File: src/design/gwf_pkg.sv
// ----------------------------------------------------------------------------
// Grid wall follower package
// Grid geometry, command and status codes, transaction types and the
// neighbour arithmetic shared by the controller, datapath and checker.
// ----------------------------------------------------------------------------
`default_nettype none

package gwf_pkg;

	localparam int GRID_ROWS = 16;
	localparam int GRID_COLS = 16;
	localparam int CELLS     = GRID_ROWS * GRID_COLS;
	localparam int ADDR_W    = $clog2(CELLS);

	localparam int COORD_W   = 4;
	localparam int COORD_MAX = (1 << COORD_W) - 1;
	// coordinate plus room for a step below zero or past the top
	localparam int NB_W      = COORD_W + 2;

	localparam int TRIES     = 4;
	localparam int KW        = $clog2(TRIES);
	localparam int TRY_W     = $clog2(TRIES + 1);

	typedef logic [1:0]         cmd_t;
	typedef logic [1:0]         dir_t;
	typedef logic [1:0]         status_t;
	typedef logic [COORD_W-1:0] coord_t;

	localparam cmd_t CMD_LOAD  = 2'd0;
	localparam cmd_t CMD_START = 2'd1;
	localparam cmd_t CMD_STEP  = 2'd2;

	localparam dir_t DIR_RIGHT = 2'd0;
	localparam dir_t DIR_DOWN  = 2'd1;
	localparam dir_t DIR_LEFT  = 2'd2;
	localparam dir_t DIR_UP    = 2'd3;

	localparam status_t ST_ACCEPTED = 2'd0;
	localparam status_t ST_MOVED    = 2'd1;
	localparam status_t ST_ESCAPED  = 2'd2;
	localparam status_t ST_STUCK    = 2'd3;

	// try order relative to heading: right turn, ahead, left turn, back
	localparam dir_t TURN_RIGHT = 2'd1;
	localparam dir_t TURN_AHEAD = 2'd0;
	localparam dir_t TURN_LEFT  = 2'd3;
	localparam dir_t TURN_BACK  = 2'd2;

	typedef struct packed {
		cmd_t   cmd;
		coord_t row;
		coord_t col;
		logic   open;
		dir_t   heading;
	} req_t;

	typedef struct packed {
		coord_t  pos_row;
		coord_t  pos_col;
		dir_t    pos_heading;
		status_t status;
	} rsp_t;

	// controller to datapath
	typedef struct packed {
		logic          take;
		logic          issue;
		logic [KW-1:0] try_idx;
		logic          check;
		logic          last;
		logic          finish;
	} ctl_t;

	// datapath to controller
	typedef struct packed {
		logic walk;
		logic hit;
	} sts_t;

	typedef struct packed {
		logic   inb;
		coord_t r;
		coord_t c;
		dir_t   dir;
	} cand_t;

	function automatic dir_t try_dir(dir_t hd, logic [KW-1:0] k);
		dir_t turn;
		case (k)
			2'd0:    turn = TURN_RIGHT;
			2'd1:    turn = TURN_AHEAD;
			2'd2:    turn = TURN_LEFT;
			default: turn = TURN_BACK;
		endcase
		return hd + turn;
	endfunction

	function automatic logic in_grid(logic [NB_W-1:0] r, logic [NB_W-1:0] c);
		return (int'(r) <= COORD_MAX) && (int'(c) <= COORD_MAX) &&
			(int'(r) < GRID_ROWS) && (int'(c) < GRID_COLS);
	endfunction

	function automatic logic [ADDR_W-1:0] cell_addr(coord_t r, coord_t c);
		return ADDR_W'(int'(r) * GRID_COLS + int'(c));
	endfunction

	// neighbour one cell away; a step below zero wraps high and falls outside
	function automatic cand_t step_to(coord_t r, coord_t c, dir_t d);
		logic [NB_W-1:0] nr;
		logic [NB_W-1:0] nc;
		cand_t           res;
		nr = {2'b00, r};
		nc = {2'b00, c};
		case (d)
			DIR_RIGHT: nc = nc + 1'b1;
			DIR_DOWN:  nr = nr + 1'b1;
			DIR_LEFT:  nc = nc - 1'b1;
			default:   nr = nr - 1'b1;
		endcase
		res.inb = in_grid(nr, nc);
		res.r   = nr[COORD_W-1:0];
		res.c   = nc[COORD_W-1:0];
		res.dir = d;
		return res;
	endfunction

endpackage

`default_nettype wire

File: src/design/gwf_ram.sv
// ----------------------------------------------------------------------------
// Generic single-port RAM
// One read or write per cycle, read data registered.
// ----------------------------------------------------------------------------
`default_nettype none

module gwf_ram #(
	parameter int WIDTH = 1,
	parameter int DEPTH = 256
) (
	input  logic                     clk,
	input  logic                     we,
	input  logic [$clog2(DEPTH)-1:0] addr,
	input  logic [WIDTH-1:0]         wdata,
	output logic [WIDTH-1:0]         rdata
);

	logic [WIDTH-1:0] mem_q [DEPTH];

	always_ff @(posedge clk) begin
		if (we) begin
			mem_q[addr] <= wdata;
		end
		rdata <= mem_q[addr];
	end

endmodule

`default_nettype wire

File: src/design/gwf_ctrl.sv
// ----------------------------------------------------------------------------
// Grid wall follower controller
// Sequences item intake, the neighbour probe and the result handover.
// ----------------------------------------------------------------------------
`default_nettype none

module gwf_ctrl (
	input  logic          clk,
	input  logic          arst_n,
	input  logic          req_valid,
	output logic          req_stall,
	output logic          rsp_valid,
	input  logic          rsp_stall,
	input  gwf_pkg::sts_t sts,
	output gwf_pkg::ctl_t ctl
);

	import gwf_pkg::*;

	typedef enum logic [2:0] {
		S_IDLE   = 3'b001,
		S_PROBE  = 3'b010,
		S_FINISH = 3'b100
	} state_t;

	state_t           state_q, state_d;
	logic [TRY_W-1:0] n_q, n_d;
	logic             rsp_valid_q, rsp_valid_d;
	logic             room;

	assign room      = !rsp_valid_q || !rsp_stall;
	assign req_stall = (state_q != S_IDLE);
	assign rsp_valid = rsp_valid_q;

	always_comb begin
		state_d     = state_q;
		n_d         = n_q;
		rsp_valid_d = rsp_valid_q && rsp_stall;
		ctl         = '0;
		ctl.try_idx = n_q[KW-1:0];
		unique case (state_q)
			S_IDLE: begin
				ctl.take = req_valid;
				if (req_valid) begin
					n_d     = '0;
					state_d = sts.walk ? S_PROBE : S_FINISH;
				end
			end
			S_PROBE: begin
				// issue one read a cycle, check the read issued just before it
				ctl.issue = (n_q != TRY_W'(TRIES));
				ctl.check = (n_q != '0);
				ctl.last  = (n_q == TRY_W'(TRIES));
				if (ctl.issue) begin
					n_d = n_q + 1'b1;
				end
				if (ctl.check && (sts.hit || ctl.last)) begin
					state_d = S_FINISH;
				end
			end
			S_FINISH: begin
				if (room) begin
					ctl.finish  = 1'b1;
					rsp_valid_d = 1'b1;
					state_d     = S_IDLE;
				end
			end
			default: state_d = S_IDLE;
		endcase
	end

	always_ff @(posedge clk or negedge arst_n) begin
		if (!arst_n) begin
			state_q     <= S_IDLE;
			n_q         <= '0;
			rsp_valid_q <= 1'b0;
		end else begin
			state_q     <= state_d;
			n_q         <= n_d;
			rsp_valid_q <= rsp_valid_d;
		end
	end

endmodule

`default_nettype wire

File: src/design/gwf_dp.sv
// ----------------------------------------------------------------------------
// Grid wall follower datapath
// Cell map, walker position and heading, neighbour probe and result register.
// ----------------------------------------------------------------------------
`default_nettype none

module gwf_dp (
	input  logic          clk,
	input  logic          arst_n,
	input  gwf_pkg::req_t req,
	input  gwf_pkg::ctl_t ctl,
	output gwf_pkg::sts_t sts,
	output gwf_pkg::rsp_t rsp
);

	import gwf_pkg::*;

	coord_t            row_q, col_q;
	dir_t              hd_q;
	status_t           status_q;
	logic [CELLS-1:0]  written_q;
	cand_t             cand_s1, nb;
	logic              written_s1;
	logic              rdata;
	logic              at_last;
	logic              load_we;
	logic [ADDR_W-1:0] waddr, paddr, addr;
	rsp_t              rsp_q;

	assign at_last = (int'(col_q) == GRID_COLS - 1);
	assign load_we = ctl.take && (req.cmd == CMD_LOAD) &&
		in_grid({2'b00, req.row}, {2'b00, req.col});
	assign waddr   = cell_addr(req.row, req.col);
	assign nb      = step_to(row_q, col_q, try_dir(hd_q, ctl.try_idx));
	assign paddr   = cell_addr(nb.r, nb.c);
	assign addr    = load_we ? waddr : paddr;

	assign sts.walk = (req.cmd == CMD_STEP) && !at_last;
	assign sts.hit  = cand_s1.inb && written_s1 && rdata;
	assign rsp      = rsp_q;

	gwf_ram #(
		.WIDTH(1),
		.DEPTH(CELLS)
	) u_map (
		.clk  (clk),
		.we   (load_we),
		.addr (addr),
		.wdata(req.open),
		.rdata(rdata)
	);

	// a cell never written reads as blocked
	always_ff @(posedge clk or negedge arst_n) begin
		if (!arst_n) begin
			written_q <= '0;
		end else if (load_we) begin
			written_q[waddr] <= 1'b1;
		end
	end

	always_ff @(posedge clk or negedge arst_n) begin
		if (!arst_n) begin
			row_q <= '0;
			col_q <= '0;
			hd_q  <= DIR_RIGHT;
		end else if (ctl.take && (req.cmd == CMD_START)) begin
			row_q <= req.row;
			col_q <= req.col;
			hd_q  <= req.heading;
		end else if (ctl.check && sts.hit) begin
			row_q <= cand_s1.r;
			col_q <= cand_s1.c;
			hd_q  <= cand_s1.dir;
		end
	end

	always_ff @(posedge clk) begin
		if (ctl.take) begin
			status_q <= ((req.cmd == CMD_STEP) && at_last) ? ST_ESCAPED : ST_ACCEPTED;
		end else if (ctl.check && sts.hit) begin
			status_q <= (int'(cand_s1.c) == GRID_COLS - 1) ? ST_ESCAPED : ST_MOVED;
		end else if (ctl.check && ctl.last) begin
			status_q <= ST_STUCK;
		end
		if (ctl.issue) begin
			cand_s1    <= nb;
			written_s1 <= written_q[paddr];
		end
		if (ctl.finish) begin
			rsp_q <= '{pos_row: row_q, pos_col: col_q, pos_heading: hd_q, status: status_q};
		end
	end

endmodule

`default_nettype wire

File: src/design/grid_wall_follower.sv
// ----------------------------------------------------------------------------
// Grid wall follower
// Right-hand wall follower on a map of open and blocked cells: load a cell,
// set the start, or take one step trying right, ahead, left, then back.
//
//   channel  direction  handshake           payload
//   req      in         req_valid/req_stall  gwf_pkg::req_t
//   rsp      out        rsp_valid/rsp_stall  gwf_pkg::rsp_t
//
// Load, start and unused commands go from acceptance straight to the finish state.
// A step does the same when already on the last column; otherwise the single-port
// map memory gives one neighbour read a cycle, each checked once registered, for up to four tries.
// Reset marks every cell blocked through one flag per cell; no clearing pass.
// One item is in work at a time; its result waits in the output register
// while the next item is taken, and a stall holds the result as it is.
// ----------------------------------------------------------------------------
`default_nettype none

module grid_wall_follower (
	input  logic          clk,
	input  logic          arst_n,
	input  logic          req_valid,
	output logic          req_stall,
	input  gwf_pkg::req_t req,
	output logic          rsp_valid,
	input  logic          rsp_stall,
	output gwf_pkg::rsp_t rsp
);

	import gwf_pkg::*;

	ctl_t ctl;
	sts_t sts;

	gwf_ctrl u_ctrl (
		.clk      (clk),
		.arst_n   (arst_n),
		.req_valid(req_valid),
		.req_stall(req_stall),
		.rsp_valid(rsp_valid),
		.rsp_stall(rsp_stall),
		.sts      (sts),
		.ctl      (ctl)
	);

	gwf_dp u_dp (
		.clk   (clk),
		.arst_n(arst_n),
		.req   (req),
		.ctl   (ctl),
		.sts   (sts),
		.rsp   (rsp)
	);

endmodule

`default_nettype wire

File: config.mk
export PLATFORM = sky130hd
export DESIGN_NAME = grid_wall_follower
export DESIGN_NICKNAME = d
export VERILOG_FILES = /design/src/design/gwf_pkg.sv /design/src/design/gwf_ram.sv /design/src/design/gwf_ctrl.sv /design/src/design/gwf_dp.sv /design/src/design/grid_wall_follower.sv
export SDC_FILE = /design/constraint.sdc
export NUM_CORES = 1
export LEC_CHECK = 0
export ABC_AREA = 1
export BUFFER_PORTS_ARGS = -buffer_cell sky130_fd_sc_hd__buf_2
export CORE_MARGIN = 1
export CORE_UTILIZATION = 40
export DETAILED_ROUTE_END_ITERATION = 8
export GPL_ROUTABILITY_DRIVEN = 0
export SLEW_MARGIN = 10
export SYNTH_ARGS = -nofsm -noshare
export SYNTH_HDL_FRONTEND = slang
export SYNTH_SLANG_ARGS = --single-unit
File: constraint.sdc
create_clock -name clk -period 3.7 [get_ports clk]
set_clock_uncertainty 0.15 [all_clocks]
set_input_delay 0.74 -clock clk [delete_from_list [all_inputs] [get_ports clk]]
set_output_delay 0.74 -clock clk [all_outputs]
set_load 0.005 [all_outputs]
==> results_dict.tcl <==
set metrics [dict create \
    fin_hold_ws_ps 200 \
    clock_latency_ps 620 \
    nFillCells 6037 \
    maxCapViolations 0 \
    syn_avg_cell_area_um2 9.11 \
    area_delta_synth_final_pct 14.0 \
    die_x_um 256 \
    n_antenna_cell 0 \
    cts_tree "yes" \
    drtIter0Drc 2003 \
    wl_um 74100 \
    status "finished, final reports clean" \
    drive_above_1_share_pct 10.8 \
    synth_top_area_share_pct 32.8 \
    dieHeight_um 256 \
    worst_pin_slew_ps 1120 \
    globalRouteTotalUtil_pct 22.1 \
    min-delay-path-class "input pin to flop" \
    rr_worst_depth 17 \
    crit_arrival_ps 3760 \
    synth-async-reset-ratio_pct 49.1 \
    finalHoldViolations 0 \
    fin_util_pct 46.3 \
    synth_edf_count 282 \
    dp_worst_setup_slack_ps 77.0 \
    met3_length_um 4990 \
    cp_cell_sequence "inv_1 -> ha_1 -> inv_1 -> nand2_1 -> ha_2 -> inv_4 -> nand4_1 -> nand3_4 -> clkbuf_16 -> o211ai_1 -> nand3_1 -> nand3_1 -> nand3_1 -> nand3_1 -> nand2_1 -> nand2_1 -> nand2_1" \
    p_per_area_mw_per_mm2 958 \
    critical_path.max_stage_delay_ps 430 \
    antenna_found_initial 0 \
    synth_seq_area_share_pct 59.4 \
    synthFlopType "edfxtp_1" \
    synth.cells.most_frequent "nand2_1 (953), edfxtp_1 (282), nor2_1 (282)" \
    ys_types 46 \
    placed_cell_area_mm2 0.0273 \
    cts_max_level 2 \
    dr_total_vias 19988 \
    yosysTopAreaCell "edfxtp_1" \
    highest_layer "met4" \
    dpl.hpwl_um 44500 \
    drt_pre_antenna_iters 7 \
    worstSetupStartpoint "u_ctrl.n_q[0]" \
    syn_area_mm2 0.0258 \
    design.core.area_mm2 0.0634 \
    io_buffers 30 \
    reg2reg_to "u_dp.written_s1" \
    min_to "u_ctrl.rsp_valid" \
    crit_fanout 64 \
    grt_pass1_vias 19474 \
    num_rows 92 \
    rrSetupSlack_ps 180 \
    synth.area.top_cells "edfxtp_1 (33%), dfrtp_1 (26%), nand2_1 (14%)" \
    drc_errors 0 \
    ir_drop_uv 918 \
    root_buffer "clkbuf_16" \
    yosys_register_bits 556 \
    max_freq_ghz 0.284 \
    min-delay-start "rsp_stall" \
    yosysMostFrequentCell "nand2_1" \
    hold_path_depth 3 \
    r2r_start "u_ctrl.n_q[0]" \
    viasPerCell 5.31 \
    grt_max_degree 129 \
    setup_ws_ps 177 \
    cp-start-kind "flop" \
    end_kind "flop" \
    netlist_instances 2830 \
    start_util_pct 40.6 \
    slew_headroom_pct 25.3 \
    fin_tns_setup_ps 0 \
    critical-path-slowest-cell "ha_2" \
    period_share_pct 95.2 \
    die-area_mm2 0.0655 \
    path_clk_slew_ps 60 \
    slew_violations 0 \
    drt-met1-wl_um 33500 \
    wl_met2_um 34000 \
    grt_overflow 0 \
    leakage_nw 12.7 \
    grt_pass1_wl_um 114000 \
    required_ps 3930 \
    setup_viol 0 \
    nets 2895 \
    final_antenna_net_count 0 \
    syn_nets 2855 \
    io_pins 31 \
    synth-warning-count 0 \
    cts_inserted_buffers 59 \
    cts_buffer_depth 3 \
    cts_sinks 556 \
    fin_crit_ps 3520 \
    final_area_mm2 0.0294 \
    wl_per_cell_um 19.7 \
    critical_path_class "flop to flop" \
]
[sequential cells by signal, summed over array words and instances (netlist names)]
signal,cells
u_ctrl.n_q,3
u_dp.u_map.rdata,1
u_dp.rsp,12
u_dp.col_q,4
u_ctrl.rsp_valid,1
u_dp.written_q,256
u_dp.u_map.mem_q,256
u_dp.status_q,2
u_dp.hd_q,2
u_dp.written_s1,1
u_ctrl.state_q,3
u_dp.cand_s1,11
u_dp.row_q,4
[worst max-delay path: cells and delay by family (launching register included)]
family,cells,cell delay (ps)
DFF,1,350
AOI/OAI and AO/OA,1,220
adders and majority gates,2,650
and+or+nand+nor,10,1320
buffers and inverters,4,550
[per-stage QoR]
step / cells / total power, W
4_1_cts: 3755 / 0.0274
6_report: 3762 / 0.0281
5_1_grt: 3762 / 0.0299
2_1_floorplan: 2830 / 0.0162
3_3_place_gp: 3647 / 0.0214
3_5_place_dp: 3647 / 0.0215
[final cells by class]
class	instances	area [um^2]	area share [%]
flip-flops and latches	556	15300	52.1
multi-input cells	1924	9020	30.7
clock buffers	80	1660	5.63
repair buffers	147	1400	4.75
well taps	846	1060	3.60
inverters	182	694	2.36
clock inverters	27	248	0.843
[cell usage in the layout, fill, tap and decap left out, drive strengths merged]
cell,n
dfrtp,272
clkbuf,84
edfxtp,282
or2,7
clkinv,20
nand2,972
a22oi,4
o21bai,170
o31ai,1
dfstp,1
xnor2,1
nand3,149
nor3,11
and3,1
o221ai,5
nor4,2
ha,8
o22ai,1
inv,184
a21oi,29
nor2,296
dfxtp,1
o21ai,210
buf,142
nand4,4
clkinvlp,2
dlygate4sd3,1
o211ai,45
xor2,6
a31oi,2
bufinv,3
[what timing repair did]
action	4_1_cts	5_1_grt
setup buffers	0	3
hold buffers	1	0
resized for setup	0	20
endpoints found under the hold margin	38	0
setup endpoints to repair	0	99
[where the power goes]
group | switching [W] | leakage (nW) | internal [W] | total (W)
Combinational | 0.0106 | 5.87 | 0.00466 | 0.0153
Sequential | 0.000185 | 5.89 | 0.00683 | 0.00701
Clock | 0.00250 | 0.933 | 0.00333 | 0.00583
[logic make-up after synthesis]
group | count (synthesis) | share of synthesized area (%)
fa+ha+maj | 8 | 0.388
flops | 556 | 59.4
buf+inv | 350 | 5.84
compound gates | 467 | 11.4
simple gates | 1442 | 22.7
xor+xnor | 7 | 0.267
[routing by layer]
| metal | vias up | track usage, % |
|---|---|---|
| li1 | 9325 | - |
| met1 | 9866 | 31.7 |
| met2 | 683 | 34.8 |
| met3 | 114 | 3.41 |
| met4 | 0 | 6.07 |
| met5 | - | 0 |
[worst max-delay path by stage]
| stage | end | slack (ps) | cells after the start |
|---|---|---|---|
| finish | u_dp.written_s1 | 180 | 17 |
| detailed placement | u_dp.written_s1 | 80 | 18 |
| CTS | u_dp.written_s1 | 70 | 18 |
| global placement | u_dp.written_s1 | 110 | 18 |
| global route | u_dp.written_s1 | -10 | 17 |
| floorplan | u_dp.u_map.mem_q[96] | 610 | 21 |
No activity file was read; power rests on OpenSTA's default activity.
